[src/rtl/cwed_pkg.sv]
`timescale 1ns / 1ps
// ----------------------------------------------------------------------------
// cwed_pkg
// Shared widths, register codes, item type and binomial row builder for the
// enumerative constant-weight decoder.
// ----------------------------------------------------------------------------
package cwed_pkg;

  localparam int IDX_W  = 61;   // enumeration index and binomial width
  localparam int CFG_W  = 7;    // length and weight register width
  localparam int WORD_W = 64;   // decoded word width
  localparam int KMAX   = 64;   // largest binomial lower argument kept

  // Configuration register codes
  typedef enum logic [0:0] {
    REG_LENGTH = 1'b0,
    REG_WEIGHT = 1'b1
  } cfg_reg_t;

  // One row of Pascal's triangle, entries 0..KMAX
  typedef logic [KMAX:0][IDX_W-1:0] binom_row_t;

  // Item travelling down the cell chain
  typedef struct packed {
    logic [IDX_W-1:0]  idx;    // remaining index
    logic [CFG_W-1:0]  w;      // remaining weight
    logic [WORD_W-1:0] word;   // bits decided so far
    logic              err;    // index out of range
  } cwed_item_t;

  // Build row m of Pascal's triangle: C(m,k), zero for k > m
  function automatic binom_row_t binom_row(input int m);
    binom_row_t row;
    row    = '0;
    row[0] = IDX_W'(1);
    for (int n = 1; n <= m; n++) begin
      for (int k = n; k >= 1; k--) begin
        row[k] = row[k] + row[k-1];
      end
    end
    return row;
  endfunction

endpackage

[src/rtl/cwed_front.sv]
`timescale 1ns / 1ps
// ----------------------------------------------------------------------------
// cwed_front
// Entry stage: screens the zero index and the empty-word case, loads the
// starting weight and registers the item for the cell chain.
// ----------------------------------------------------------------------------
module cwed_front
  import cwed_pkg::*;
(
  input  logic             clk,
  input  logic             rst_n,
  input  logic [CFG_W-1:0] len_eff,
  input  logic [CFG_W-1:0] weight,
  input  logic             in_valid,
  output logic             in_ready,
  input  logic [IDX_W-1:0] in_idx,
  output logic             out_valid,
  input  logic             out_ready,
  output cwed_item_t       out_item
);

  logic       v_r;
  logic       v_nxt;
  cwed_item_t item_r;
  cwed_item_t item_nxt;
  logic       empty_bad;

  // Accept when empty or when the held item moves on
  assign in_ready = !v_r || out_ready;

  // Empty word: only index 1 with weight 0 is valid
  assign empty_bad = (len_eff == '0) &&
                     ((in_idx != IDX_W'(1)) || (weight != '0));

  // Build the entering item
  always_comb begin
    item_nxt.idx  = in_idx;
    item_nxt.w    = weight;
    item_nxt.word = '0;
    item_nxt.err  = (in_idx == '0) || empty_bad;
  end

  // Valid bit follows the handshake on both sides
  always_comb begin
    v_nxt = v_r;
    if (in_ready) begin
      v_nxt = in_valid;
    end
  end

  always_ff @(posedge clk) begin
    if (!rst_n) begin
      v_r <= 1'b0;
    end else begin
      v_r <= v_nxt;
    end
  end

  // Load payload on accept
  always_ff @(posedge clk) begin
    if (in_valid && in_ready) begin
      item_r <= item_nxt;
    end
  end

  assign out_valid = v_r;
  assign out_item  = item_r;

  // A zero index always leaves flagged
  a_zero_flag: assert property (@(posedge clk) disable iff (!rst_n)
    (in_valid && in_ready && (in_idx == '0)) |=> (v_r && item_r.err))
    else $error("zero index entered without error flag");

endmodule

[config.mk]
export PLATFORM = sky130hd
export DESIGN_NAME = cwed_front
export DESIGN_NICKNAME = d
export VERILOG_FILES = /design/src/rtl/cwed_pkg.sv /design/src/rtl/cwed_front.sv
export SDC_FILE = /design/constraint.sdc
export NUM_CORES = 1
export LEC_CHECK = 0
export ABC_CLOCK_PERIOD_IN_PS = 7100
export BUFFER_PORTS_ARGS = -buffer_cell sky130_fd_sc_hd__buf_2
export CORE_MARGIN = 5
export CORE_UTILIZATION = 35
export CTS_BUF_LIST = sky130_fd_sc_hd__clkbuf_8
export CTS_CLUSTER_SIZE = 8
export DETAILED_ROUTE_END_ITERATION = 8
export PLACE_DENSITY = 0.71
export SKIP_CTS_REPAIR_TIMING = 1
export SYNTH_ARGS = -nofsm -noshare
export SYNTH_HDL_FRONTEND = slang
export SYNTH_SLANG_ARGS = --single-unit
[constraint.sdc]
create_clock -name clk -period 7.1 [get_ports clk]
set_clock_uncertainty 0.15 [all_clocks]
set_input_delay 0.355 -clock clk [delete_from_list [all_inputs] [get_ports clk]]
set_output_delay 0.355 -clock clk [all_outputs]
set_load 0.01 [all_outputs]
==> impl_results.md <==
- # setup viols final: 0
- Max Slew Vio Count: 0
- Port-buffer cells: 149
- Leak Pwr: 1.61 nW
- Post-route setup slack: 5.37 ns
- CTS tree: done
- Maximum clock rate: a little under 600 MHz
- Area Overhead vs Synth: 30.4%
- CP cell instances: nand2b_1 -> and2_2 -> buf_4
- Top delay family on crit path: buffers and inverters
- CP Capture Type: flop
- Yosys reg bits: 70
- Worst min-delay path category: in -> reg
- Initial antenna violation count: 0
- Post-Layout Cell Count: 434
- Global-route wire length before repair: just over 9 mm
- Max incr delay on CP: 0.64 ns
- Clock latency on the worst-skew pair: approximately 0.32 ns
- Cell Pwr Density: between 200 and 300 mW/mm²
- Fin crit period: roughly 1.7 ns
- Nets: a little over 400
- CTS root buf: clkbuf_8
- Ranking of synthesized cells by area: edfxtp_1 (74%), buf_4 (17%), nor4_1 (3.8%)
- Share of the synthesized area in the top cell type: between 70% and 80%
- Placed cell count: around 420
- Most common cell after layout, fill and taps aside: buf_2
- ANT nets after route: 0
- Die height: a little under 100 µm
- Arrival time worst endpoint: roughly 1.5 ns
- Routed length per placed instance: roughly 15 µm
- Crit path required time: 6.90 ns
- Worst slack, placed: 5.11 ns
- Critical path class: reg -> reg
- Relative slew slack: a little over two fifths
- Slowest stage cell, crit path: buf_4
- RR Endpoint: out_item[78]$_DFFE_PP_
- H-tree depth: 3
- Distinct cells, synth: 19
- Final hold viol count: 0
- Diode count: 0
- GPL Wtd Cong: roughly 0.82
- DR pass1 iterations: 4
- Die area: 0.00986 mm²
- Remaining Overflow, GRT: 0
- Largest family of logic cells by synthesized area: buffers and inverters
- Share of cells above drive strength 1: 50.3%
- Reg2reg setup slack: around 5.4 ns
- Site Rows: 32
- Register area share after synthesis: 74.9%
- TritonCTS Sinks: 70
- Top-Level Pins: 214
- Status: complete, no violations
- Total CTS buffers: 9
- Max Cap Viol: 0
- Avg Inst Size Synth: about 17 µm²
- Critical path capture point: out_item[78]$_DFFE_PP_
- Vias/cell: a little over 4
- Critical path buffer and inverter count: 1
- Post-synthesis compound-gate area fraction: less than 1%
- Iteration-0 DRC Markers: 89
- Most frequent cells in the layout: buf_2 (149), edfxtp_1 (69), conb_1 (64)
- Residual DRC count: 0
- Clk slew on worst S/H paths: 0.08 ns
- Critical Path Stages: 3
- Hold slack: about 0.06 ns
- Syn. warnings: 0
- Simple-gate share of the synthesized area: 6.77%
- Synth Area in Adders: 0%
- XOR/XNOR share of the synthesized area: 0%
- Critical path origin: out_valid$_SDFFE_PN0N_
- Pin count of the biggest net entering global routing: 70
- Type of origin of the critical path: flop
- Post-DP HPWL: between 5 and 6 mm
- Area leader, netlist: edfxtp_1
- Die extent in x: a little under 100 µm
- Period utilisation layout: 24.4%
- Share of synthesized area spent on multiplexers: 0%
- Synth Instances: about 170
- RSZ-0062 raised after global routing: no
- R2R cell count: 3
- Worst vdd ir: ~0.076 mV
- Initial Utilization: 35.9%
- Final Power: about 0.92 mW
- Mapped Area: ~0.0028 mm²
- Max Fanout on Critical Path: just under 70
- Clock Path Buffers: 2
- Worst-margin pin slew: roughly 0.84 ns
- Wirelength, routed: 6.54 mm
- Total core area: a little under 0.008 mm²
- Gr usage total: 12.4%
- Setup TNS: 0 ns
- RR Startpoint: out_valid$_SDFFE_PN0N_
- Routed via count: roughly 1800
- Vias in the first global route: 1810
==> worst min-delay path by stage <==
stage	start	to	slack, ns	cells past startpoint
after floorplan	in_idx[28]	out_item[100]$_DFFE_PP_	0.30	0
after global placement	out_valid$_SDFFE_PN0N_	out_valid$_SDFFE_PN0N_	0.35	2
after detailed placement	out_valid$_SDFFE_PN0N_	out_valid$_SDFFE_PN0N_	0.38	2
after CTS	in_idx[51]	out_item[123]$_DFFE_PP_	0.04	1
after global routing	in_idx[7]	out_item[79]$_DFFE_PP_	0.04	1
final	in_idx[7]	out_item[79]$_DFFE_PP_	0.06	1
==> sequential cells by signal, indices dropped and copies added, names as in the netlist <==
| signal | count |
|---|---|
| out_item | 69 |
| out_valid | 1 |
==> worst reg2reg max path, delay by kind of cell, from the launching register on <==
kind | cells | cell delay, ns
buffers and inverters | 1 | 0.64
flip-flops | 1 | 0.31
AND/OR/NAND/NOR | 2 | 0.22
==> metal layers <==
layer  track usage, %  routed length, µm  up-vias
met5                0                  0        -
met3             4.70                890        2
met2             22.7               3430      138
met1             12.6               2180      816
li1                 -                  -      827
met4             5.36                 42        0
==> where the power goes <==
| group | internal, mW | total, mW | leakage [nW] | switching (mW) |
|---|---|---|---|---|
| sequential | 0.483 | 0.488 | 0.676 | 0.00492 |
| clock | 0.196 | 0.337 | 0.109 | 0.141 |
| combinational | 0.0326 | 0.0930 | 0.829 | 0.0604 |
| total | 0.711 | 0.917 | 1.61 | 0.206 |
==> cell type report <==
cell class / count / area (µm²)
Multi-Input combinational cell: 96 / 453
Sequential cell: 70 / 2090
Clock inverter: 6 / 87.6
Clock buffer: 9 / 124
Timing Repair Buffer: 150 / 753
Tap cell: 102 / 128
Inverter: 1 / 3.75
Fill cell: 683 / 4130
==> through the flow <==
step	utilization, %	instance area [µm²]
final	46.9	3640
after global routing	46.9	3640
after CTS	46.9	3640
after detailed placement	44.2	3430
after global placement	44.2	3430
after floorplan	-	3030
==> cell families (layout without fill, tap and decap cells) <==
family,after synthesis,in the layout
buffers and inverters,65,166
AND/OR/NAND/NOR,29,29
other,1,64
AO/OA/AOI/OAI,3,3
flip-flops,70,70
==> synthesized netlist by cell type <==
| cell type | number |
|---|---|
| o211ai_1 | 1 |
| nand3_1 | 1 |
| or4_1 | 1 |
| nor4b_1 | 1 |
| nor3_1 | 1 |
| and2_1 | 1 |
| buf_4 | 64 |
| nor4_2 | 1 |
| a21o_1 | 1 |
| nand4b_1 | 1 |
| a21boi_0 | 1 |
| edfxtp_1 | 69 |
| nand2_1 | 1 |
| nor4_1 | 17 |
| dfxtp_1 | 1 |
| nand2b_1 | 1 |
| inv_1 | 1 |
| nand4_1 | 3 |
| conb_1 | 1 |
(Power assumes the default switching activity.)
